[src/rtl/core/exl_pkg.sv]
// Shared types, character codes and token helpers for the expression lexer.
package exl_pkg;

	localparam int MAX_PUSH   = 3;
	localparam int FIFO_DEPTH = 4;
	localparam int PTR_W      = $clog2(FIFO_DEPTH);
	localparam int CNT_W      = $clog2(FIFO_DEPTH + 1);

	localparam logic [7:0] CH_0      = 8'h30;
	localparam logic [7:0] CH_9      = 8'h39;
	localparam logic [7:0] CH_UA     = 8'h41;
	localparam logic [7:0] CH_UZ     = 8'h5a;
	localparam logic [7:0] CH_LA     = 8'h61;
	localparam logic [7:0] CH_LZ     = 8'h7a;
	localparam logic [7:0] CH_UNDER  = 8'h5f;
	localparam logic [7:0] CH_EQ     = 8'h3d;
	localparam logic [7:0] CH_LT     = 8'h3c;
	localparam logic [7:0] CH_GT     = 8'h3e;
	localparam logic [7:0] CH_AMP    = 8'h26;
	localparam logic [7:0] CH_BAR    = 8'h7c;
	localparam logic [7:0] CH_MINUS  = 8'h2d;
	localparam logic [7:0] CH_SEMI   = 8'h3b;
	localparam logic [7:0] CH_BANG   = 8'h21;
	localparam logic [7:0] CH_RBRACE = 8'h7d;
	localparam logic [7:0] CH_LBRACE = 8'h7b;
	localparam logic [7:0] CH_STAR   = 8'h2a;
	localparam logic [7:0] CH_SLASH  = 8'h2f;
	localparam logic [7:0] CH_PLUS   = 8'h2b;
	localparam logic [7:0] CH_LPAREN = 8'h28;
	localparam logic [7:0] CH_RPAREN = 8'h29;

	// Keywords packed with the first character in the low byte.
	localparam logic [63:0] KW_INT   = 64'h0000_0000_0074_6e69;
	localparam logic [63:0] KW_BOOL  = 64'h0000_0000_6c6f_6f62;
	localparam logic [63:0] KW_IF    = 64'h0000_0000_0000_6669;
	localparam logic [63:0] KW_ELSE  = 64'h0000_0000_6573_6c65;
	localparam logic [63:0] KW_TRUE  = 64'h0000_0000_6575_7274;
	localparam logic [63:0] KW_FALSE = 64'h0000_0065_736c_6166;

	typedef enum logic [2:0] {
		MODE_IDLE,
		MODE_NUMBER,
		MODE_NAME,
		MODE_HOLD
	} lex_mode_t;

	typedef enum logic [4:0] {
		TK_INTLIT, TK_BOOL, TK_INT, TK_IF, TK_ELSE, TK_IDENT, TK_TRUE, TK_FALSE,
		TK_SEMI, TK_NOT, TK_OR, TK_AND, TK_RBRACE, TK_LBRACE, TK_EQEQ, TK_EQ,
		TK_LE, TK_GE, TK_LT, TK_GT, TK_MUL, TK_DIV, TK_PLUS, TK_MINUS,
		TK_LPAREN, TK_RPAREN, TK_END
	} tok_kind_t;

	typedef struct packed {
		lex_mode_t   mode;
		logic [7:0]  held;
		logic [31:0] accum;
		logic        neg;
		logic        clamp;
		logic [63:0] name_buf;
		logic [3:0]  name_cnt;
		logic        name_ovf;
	} lex_state_t;

	typedef struct packed {
		tok_kind_t   kind;
		logic [31:0] value;
		logic        sat;
		logic [63:0] packed_name;
		logic [3:0]  len;
		logic        trunc;
		logic        last;
	} tok_t;

	typedef struct packed {
		logic [1:0]  n;
		tok_t [2:0]  tok;
	} push_t;

	function automatic lex_state_t clear_state();
		lex_state_t s;
		s = '0;
		s.mode = MODE_IDLE;
		return s;
	endfunction

	function automatic tok_t plain_tok(tok_kind_t k);
		tok_t t;
		t = '0;
		t.kind = k;
		return t;
	endfunction

	// Token that the pending state turns into when it is ended; vld is low
	// when nothing is pending or when a lone & or | is held.
	function automatic tok_t pending_tok(lex_state_t s, output logic vld);
		tok_t t;
		t = '0;
		vld = 1'b1;
		case (s.mode)
			MODE_NUMBER: begin
				t.kind = TK_INTLIT;
				t.value = s.neg ? (32'd0 - s.accum) : s.accum;
				t.sat = s.clamp;
			end
			MODE_NAME: begin
				t.kind = TK_IDENT;
				t.packed_name = s.name_buf;
				t.len = s.name_cnt;
				t.trunc = s.name_ovf;
				if (!s.name_ovf) begin
					if (s.name_cnt == 4'd3 && s.name_buf == KW_INT) t = plain_tok(TK_INT);
					else if (s.name_cnt == 4'd4 && s.name_buf == KW_BOOL) t = plain_tok(TK_BOOL);
					else if (s.name_cnt == 4'd2 && s.name_buf == KW_IF) t = plain_tok(TK_IF);
					else if (s.name_cnt == 4'd4 && s.name_buf == KW_ELSE) t = plain_tok(TK_ELSE);
					else if (s.name_cnt == 4'd4 && s.name_buf == KW_TRUE) begin
						t = plain_tok(TK_TRUE);
						t.value = 32'd1;
					end
					else if (s.name_cnt == 4'd5 && s.name_buf == KW_FALSE) t = plain_tok(TK_FALSE);
				end
			end
			MODE_HOLD: begin
				case (s.held)
					CH_EQ:    t.kind = TK_EQ;
					CH_LT:    t.kind = TK_LT;
					CH_GT:    t.kind = TK_GT;
					CH_MINUS: t.kind = TK_MINUS;
					default:  vld = 1'b0;
				endcase
			end
			default: vld = 1'b0;
		endcase
		return t;
	endfunction

endpackage

[src/rtl/core/exl_core.sv]
// Input register, lexer state register and the per-character step logic.
module exl_core import exl_pkg::*; #(
	parameter int MAX_NAME_CHARS = 8,
	parameter int VALUE_BITS     = 32
) (
	input  logic       clk,
	input  logic       arst_n,
	input  logic       in_valid,
	output logic       in_stall,
	input  logic [7:0] char_code,
	input  logic       end_of_text,
	input  logic       room,
	output push_t      push
);

	logic        valid_s1;
	logic [7:0]  char_s1;
	logic        eot_s1;
	lex_state_t  state_q;
	lex_state_t  st;
	logic        fire;

	logic        is_digit, is_name;
	logic [3:0]  digit;
	logic [35:0] prod, lim;
	tok_t        tok_a, tok_b, tok_c, tok_a_p, tok_c_p;
	logic        vld_a, vld_b, vld_c, vld_a_p, vld_c_p;
	logic        go_new;
	tok_t [3:0]  cand;
	logic [3:0]  cand_vld;
	logic [2:0]  n;

	assign fire     = valid_s1 && room;
	assign in_stall = valid_s1 && !room;

	always_ff @(posedge clk or negedge arst_n) begin
		if (!arst_n) begin
			valid_s1 <= 1'b0;
		end else if (!in_stall) begin
			valid_s1 <= in_valid;
		end
	end

	always_ff @(posedge clk) begin
		if (in_valid && !in_stall) begin
			char_s1 <= char_code;
			eot_s1  <= end_of_text;
		end
	end

	always_ff @(posedge clk or negedge arst_n) begin
		if (!arst_n) begin
			state_q <= clear_state();
		end else if (fire) begin
			state_q <= st;
		end
	end

	assign is_digit = char_s1 inside {[CH_0:CH_9]};
	assign is_name  = (char_s1 inside {[CH_LA:CH_LZ]}) || (char_s1 inside {[CH_UA:CH_UZ]}) ||
		(char_s1 == CH_UNDER);
	assign digit    = 4'(char_s1 - CH_0);

	// Next magnitude is accum * 10 + digit, clamped at the signed limit.
	assign prod = ({4'd0, state_q.accum} << 3) + ({4'd0, state_q.accum} << 1) + {32'd0, digit};
	assign lim  = (36'd1 << (VALUE_BITS - 1)) - {35'd0, ~state_q.neg};

	always_comb begin
		tok_a_p = pending_tok(state_q, vld_a_p);
	end

	always_comb begin
		st     = state_q;
		tok_a  = '0;
		vld_a  = 1'b0;
		tok_b  = '0;
		vld_b  = 1'b0;
		go_new = 1'b0;
		case (state_q.mode)
			MODE_NUMBER: begin
				if (is_digit) begin
					if (prod > lim) begin
						st.accum = lim[31:0];
						st.clamp = 1'b1;
					end else begin
						st.accum = prod[31:0];
					end
				end else begin
					tok_a  = tok_a_p;
					vld_a  = vld_a_p;
					st     = clear_state();
					go_new = 1'b1;
				end
			end
			MODE_NAME: begin
				if (is_digit || is_name) begin
					if (state_q.name_cnt < 4'(MAX_NAME_CHARS)) begin
						for (int i = 0; i < 8; i++) begin
							if (state_q.name_cnt[2:0] == 3'(i)) st.name_buf[8*i +: 8] = char_s1;
						end
						st.name_cnt = state_q.name_cnt + 4'd1;
					end else begin
						st.name_ovf = 1'b1;
					end
				end else begin
					tok_a  = tok_a_p;
					vld_a  = vld_a_p;
					st     = clear_state();
					go_new = 1'b1;
				end
			end
			MODE_HOLD: begin
				st = clear_state();
				if (state_q.held == CH_EQ && char_s1 == CH_EQ) begin
					tok_b = plain_tok(TK_EQEQ);
					vld_b = 1'b1;
				end else if (state_q.held == CH_LT && char_s1 == CH_EQ) begin
					tok_b = plain_tok(TK_LE);
					vld_b = 1'b1;
				end else if (state_q.held == CH_GT && char_s1 == CH_EQ) begin
					tok_b = plain_tok(TK_GE);
					vld_b = 1'b1;
				end else if (state_q.held == CH_AMP && char_s1 == CH_AMP) begin
					tok_b = plain_tok(TK_AND);
					vld_b = 1'b1;
				end else if (state_q.held == CH_BAR && char_s1 == CH_BAR) begin
					tok_b = plain_tok(TK_OR);
					vld_b = 1'b1;
				end else if (state_q.held == CH_MINUS && is_digit) begin
					st.mode  = MODE_NUMBER;
					st.accum = {28'd0, digit};
					st.neg   = 1'b1;
				end else begin
					tok_a  = tok_a_p;
					vld_a  = vld_a_p;
					go_new = 1'b1;
				end
			end
			default: begin
				st.mode = MODE_IDLE;
				go_new  = 1'b1;
			end
		endcase

		if (go_new) begin
			if (is_digit) begin
				st.mode  = MODE_NUMBER;
				st.accum = {28'd0, digit};
				st.neg   = 1'b0;
				st.clamp = 1'b0;
			end else if (is_name) begin
				st.mode     = MODE_NAME;
				st.name_buf = {56'd0, char_s1};
				st.name_cnt = 4'd1;
				st.name_ovf = 1'b0;
			end else begin
				case (char_s1)
					CH_EQ, CH_LT, CH_GT, CH_AMP, CH_BAR, CH_MINUS: begin
						st.mode = MODE_HOLD;
						st.held = char_s1;
					end
					CH_SEMI: begin
						tok_b = plain_tok(TK_SEMI);
						vld_b = 1'b1;
					end
					CH_BANG: begin
						tok_b = plain_tok(TK_NOT);
						vld_b = 1'b1;
					end
					CH_RBRACE: begin
						tok_b = plain_tok(TK_RBRACE);
						vld_b = 1'b1;
					end
					CH_LBRACE: begin
						tok_b = plain_tok(TK_LBRACE);
						vld_b = 1'b1;
					end
					CH_STAR: begin
						tok_b = plain_tok(TK_MUL);
						vld_b = 1'b1;
					end
					CH_SLASH: begin
						tok_b = plain_tok(TK_DIV);
						vld_b = 1'b1;
					end
					CH_PLUS: begin
						tok_b = plain_tok(TK_PLUS);
						vld_b = 1'b1;
					end
					CH_LPAREN: begin
						tok_b = plain_tok(TK_LPAREN);
						vld_b = 1'b1;
					end
					CH_RPAREN: begin
						tok_b = plain_tok(TK_RPAREN);
						vld_b = 1'b1;
					end
					default: ;
				endcase
			end
		end

		tok_c_p = pending_tok(st, vld_c_p);
		tok_c   = tok_c_p;
		vld_c   = vld_c_p && eot_s1;
		if (eot_s1) st = clear_state();
	end

	// Pack the up to three tokens of this character in emission order.
	always_comb begin
		cand     = {plain_tok(TK_END), tok_c, tok_b, tok_a};
		cand_vld = {eot_s1, vld_c, vld_b, vld_a};
		push     = '0;
		n        = 3'd0;
		for (int i = 0; i < 4; i++) begin
			if (cand_vld[i] && n < 3'(MAX_PUSH)) begin
				push.tok[n[1:0]] = cand[i];
				n = n + 3'd1;
			end
		end
		if (n != 3'd0) push.tok[2'(n - 3'd1)].last = 1'b1;
		push.n = fire ? n[1:0] : 2'd0;
	end

endmodule

[src/rtl/core/exl_tok_fifo.sv]
// Token queue that takes up to three tokens a cycle and hands out one while out_stall is low.
module exl_tok_fifo import exl_pkg::*; (
	input  logic clk,
	input  logic arst_n,
	input  push_t push,
	output logic room,
	output logic out_valid,
	input  logic out_stall,
	output tok_t head_tok
);

	tok_t             mem_q [FIFO_DEPTH];
	logic [PTR_W-1:0] head_q, tail_q;
	logic [CNT_W-1:0] count_q;
	logic             pop;

	assign out_valid = count_q != '0;
	assign pop       = out_valid && !out_stall;
	assign room      = count_q <= CNT_W'(FIFO_DEPTH - MAX_PUSH);
	assign head_tok  = mem_q[head_q];

	always_ff @(posedge clk or negedge arst_n) begin
		if (!arst_n) begin
			head_q  <= '0;
			tail_q  <= '0;
			count_q <= '0;
		end else begin
			tail_q  <= tail_q + PTR_W'(push.n);
			head_q  <= head_q + PTR_W'(pop);
			count_q <= count_q + CNT_W'(push.n) - CNT_W'(pop);
		end
	end

	always_ff @(posedge clk) begin
		for (int i = 0; i < MAX_PUSH; i++) begin
			if (2'(i) < push.n) mem_q[tail_q + PTR_W'(i)] <= push.tok[i];
		end
	end

endmodule

[src/rtl/core/expression_language_lexer_top.sv]
// Top level of the streaming expression lexer: character in, tokens out.
// An accepted character is registered; its tokens pass through the token queue.
// One character is taken per cycle while in_stall is low and each yields up to three
// tokens; a character that yields several tokens sends them one by one on the
// single output port, and the four-entry token queue absorbs such bursts.
// Reset clears the lexer state, the input valid flag and the token queue.
module expression_language_lexer_top import exl_pkg::*; #(
	parameter int MAX_NAME_CHARS = 8,
	parameter int VALUE_BITS     = 32
) (
	input  logic               clk,
	input  logic               arst_n,
	input  logic               in_valid,
	output logic               in_stall,
	input  logic [7:0]         char_code,
	input  logic               end_of_text,
	output logic               out_valid,
	input  logic               out_stall,
	output logic [4:0]         token_kind,
	output logic signed [31:0] literal_value,
	output logic               value_saturated,
	output logic [63:0]        name_packed,
	output logic [3:0]         name_length,
	output logic               name_truncated,
	output logic               last_of_run
);

	push_t push;
	logic  room;
	tok_t  head_tok;

	exl_core #(
		.MAX_NAME_CHARS(MAX_NAME_CHARS),
		.VALUE_BITS(VALUE_BITS)
	) u_core (
		.clk(clk),
		.arst_n(arst_n),
		.in_valid(in_valid),
		.in_stall(in_stall),
		.char_code(char_code),
		.end_of_text(end_of_text),
		.room(room),
		.push(push)
	);

	exl_tok_fifo u_fifo (
		.clk(clk),
		.arst_n(arst_n),
		.push(push),
		.room(room),
		.out_valid(out_valid),
		.out_stall(out_stall),
		.head_tok(head_tok)
	);

	assign token_kind      = head_tok.kind;
	assign literal_value   = $signed(head_tok.value);
	assign value_saturated = head_tok.sat;
	assign name_packed     = head_tok.packed_name;
	assign name_length     = head_tok.len;
	assign name_truncated  = head_tok.trunc;
	assign last_of_run     = head_tok.last;

endmodule
[config.mk]
export PLATFORM = sky130hd
export DESIGN_NAME = expression_language_lexer_top
export DESIGN_NICKNAME = d
export VERILOG_FILES = /design/src/rtl/core/exl_pkg.sv /design/src/rtl/core/exl_core.sv /design/src/rtl/core/exl_tok_fifo.sv /design/src/rtl/core/expression_language_lexer_top.sv
export SDC_FILE = /design/constraint.sdc
export NUM_CORES = 1
export LEC_CHECK = 0
export BUFFER_PORTS_ARGS = -buffer_cell sky130_fd_sc_hd__buf_2
export CAP_MARGIN = 20
export CORE_AREA = 8 8 372 374
export CTS_CLUSTER_SIZE = 12
export DETAILED_ROUTE_END_ITERATION = 7
export DIE_AREA = 0 0 380 382
export GPL_TIMING_DRIVEN = 0
export PLACE_DENSITY_LB_ADDON = 0.1
export REMOVE_ABC_BUFFERS = 1
export SLEW_MARGIN = 20
export SYNTH_ARGS = -nofsm -noshare
export SYNTH_HDL_FRONTEND = slang
export SYNTH_SLANG_ARGS = --single-unit
[constraint.sdc]
create_clock -name clk -period 11.8 [get_ports clk]
set_input_delay 3.54 -clock clk [delete_from_list [all_inputs] [get_ports clk]]
set_output_delay 3.54 -clock clk [all_outputs]
set_load 0.01 [all_outputs]
==> flow_summary.toml <==
[floorplan]
die-area_um2 = 145000
row_count = 134
core_area_um2 = 132000
die_w_um = 380
start_util_pct = 27.7
die_h_um = 382
ioPinCount = 123

[synth]
synthArstFlopShare_pct = 21.7
yosys.area.top_type = "edfxtp_1"
ys_types = 100
syn_inst = 3680
synth_area_um2 = 36700
yosys-top-cells-area = "edfxtp_1 36%, dfrtp_1 8.3%, mux4_2 6.6%"
synth_edf_count = 441
syn_avg_cell_area_um2 = 9.98
synth_top_cell_area_share_pct = 36.1
seq_area_frac_synth_pct = 44.4
yosys_register_bits = 563
ys.flop_type = "edfxtp_1"
yosys_warnings = 0

[run_status]
status = "completed"

[sta]
relSlewSlack_pct = 26.2
final.min_clock_period_ns = 10.22
hold_viol_final = 0
rsz0062_at_grt = "no"
finalHoldWorstSlack_ns = 0.496
setup_violations = 0
timing.setup.tns_ns = 0
min_period_over_period_pct = 86.6
max_slew.worst_pin.slew_ns = 1.10
slew_viol_final = 0
setup_slack_ns = 1.58
fin_skew_ns = 0.0304
fmax_ghz = 0.0979

[finish]
syn_to_final_growth_pct = 17.7
multi_input_area_um2 = 19600
register_area_um2 = 16300
antenna_cells = 0
fin_nets = 3827
drive_gt1_share_pct = 15.0
fin_area_um2 = 43200
fill_cells = 13643

[cts]
clk_latency_ns = 0.67
cts_setup_buffers = 0
clk_pin_slew_worst_paths_ns = 0.06
cts_buffer_depth = 3
htreeDepth = 3
ctsResizeCount = 0
cts_tree = "done"
hold_buffers = 0
cts_num_sinks = 563
clockRootBuffer = "clkbuf_16"
cts_buffers = 69

[route]
ant_nets = 0
wl_per_cell_um = 29.4
wl_um = 162000
first_pass_iters = 6
vias = 32527
routed_via_density = 5.89
drtIter0Drc = 3117
drc_errors = 0

[pwr]
leakage_uw = 0.0154
irDropWorstVdd_mv = 0.126
powerDensity_nw_per_um2 = 196

[placed_design]
io_buffers = 122
place.gp.congestion = 0.887
placed_cell_area_um2 = 40900
dpl_worst_slack_ns = 1.34
hpwl_um = 118000

[worst_setup_path]
cp_data_required_time_ns = 12.17
critPathLaunch = "u_core.char_s1[3]"
worstRegToRegCells = 26
arrival_ns = 10.59
reg2reg_from = "u_core.char_s1[3]"
critPathKind = "reg2reg"
endpoint = "u_fifo.mem_q[0][99]"
start_kind = "flip-flop"
cp_max_fo = 14
crit_path_end_kind = "flip-flop"
reg2reg_to = "u_fifo.mem_q[0][99]"
r2r_setup_slack_ns = 1.58

[flow_run]
max_cap_violations = 0

[worst_hold_path]
hold_class = "reg2reg"

[global_route]
grt_pass1_vias = 32479
grt_usage_pct = 21.5
grt_overflow = 0
antenna_found_initial = 5
grt_pass1_wl_um = 237000
grt_start_max_net_pins = 73
==> routing by layer <==
layer  part of all wire (%)  up-vias  GRT usage, %
met5                      0        -             0
met4                    2.9        0          7.04
met3                    5.4      243          2.79
met2                     47     1163          35.5
met1                     45    16605          29.3
li1                       -    14516             -
==> cell families (layout without fill, tap and decap cells) <==
group,Yosys count,after routing,synth area share [%]
buffers and inverters,334,404,3.49
multiplexers,133,133,7.33
adder cells (fa/ha/maj),121,121,4.19
flip-flops,563,563,44.4
XOR/XNOR,82,82,1.96
AND/OR/NAND/NOR,1182,1182,15.7
AO/OA/AOI/OAI,1265,1265,23.0
==> synthesized netlist by cell type (32+ instances only) <==
cell	number
o22ai_1	195
nor2_1	239
clkbuf_1	232
a21oi_1	275
inv_1	42
nand3_1	86
buf_1	36
and2_1	34
xor2_1	36
a22o_1	148
nand4_1	54
and3_1	45
dfrtp_1	122
nor4_1	32
a31oi_1	42
nor3_1	70
ha_1	115
a21o_1	34
xnor2_1	46
o31ai_1	41
o21ai_0	223
mux4_2	108
nand2_1	445
a22oi_1	54
edfxtp_1	441
==> how the worst min path moves through the flow <==
stage,from,to,cells past startpoint
floorplan,u_fifo.count_q[2],u_fifo.count_q[2],1
global placement,u_fifo.count_q[2],u_fifo.count_q[2],1
detailed placement,u_fifo.count_q[2],u_fifo.count_q[2],1
CTS,u_fifo.count_q[2],u_fifo.count_q[2],1
global route,u_fifo.count_q[2],u_fifo.count_q[2],1
finish,u_fifo.count_q[2],u_fifo.count_q[2],1
==> registers in the layout (all words and copies together) (netlist names) <==
| name | cells |
|---|---|
| u_core.valid_s1 | 1 |
| u_fifo.mem_q | 432 |
| u_fifo.tail_q | 2 |
| u_fifo.count_q | 3 |
| u_core.char_s1 | 8 |
| u_fifo.head_q | 2 |
| u_core.eot_s1 | 1 |
| u_core.state_q | 114 |
==> per-stage QoR <==
step                total power [µW]  instances  utilization, %
CTS                             8570       5514            32.6
floorplan                       4550       3391               -
global route                    8830       5518            32.6
finish                          8490       5518            32.6
global placement                6290       5281            29.0
detailed placement              6360       5388            30.9
==> cell type report <==
cell class / instances / area share [%]
Sequential cell: 563 / 37.7
Inverter: 45 / 0.391
Clock buffer: 94 / 4.35
Tap cell: 1768 / 5.12
Clock inverter: 32 / 0.874
Timing Repair Buffer: 233 / 6.30
Multi-Input combinational cell: 2783 / 45.2
==> where the power goes <==
group | switching [µW] | internal (µW)
logic | 2380 | 1230
clock network | 927 | 1260
registers | 187 | 2500
==> cell usage in the layout (no fill, tap or decap), types with 18 or more instances in the layout <==
master and count:
buf_16 45, or3_1 20, buf_2 132, ha_1 115, edfxtp_1 441, and2_1 31
inv_1 42, xnor2_1 46, nand3_1 83, o21ai_0 219, nand2_1 436, nor4_1 29
clkbuf_16 70, xor2_1 36, nor2_1 228, o211ai_1 25, a22o_1 148, o21a_1 20
clkbuf_1 20, and3_1 45, a21o_1 34, nand2b_1 18, o32ai_1 29, dfrtp_1 119
mux4_2 108, nand4_1 54, o31ai_1 40, a31oi_1 41, o22ai_1 192, mux2i_1 21
a21oi_1 266, nor3_1 69, buf_12 18, a22oi_1 54, or4_1 18
==> worst max-delay path: stages (launching register included) <==
cell	delay, ns
edfxtp_1	0.72
fa_1	0.57
fa_1	0.43
a21o_1	0.20
a221oi_2	0.53
o41ai_4	0.17
o21ai_2	0.26
nand2_1	0.15
xor2_1	0.45
ha_1	0.35
a21o_1	0.16
a21oi_1	0.15
o2111ai_1	0.19
a2111oi_0	0.55
o221a_2	0.34
nand3_1	0.49
o21ai_0	0.86
nand2_1	0.21
a21oi_1	0.27
ha_1	0.32
inv_1	0.07
a311oi_1	0.35
nor4bb_2	0.79
o21ai_0	0.29
o31a_1	0.34
xnor2_1	0.46
o21ai_0	0.25
Note: power is estimated with default switching activity, not from simulation.
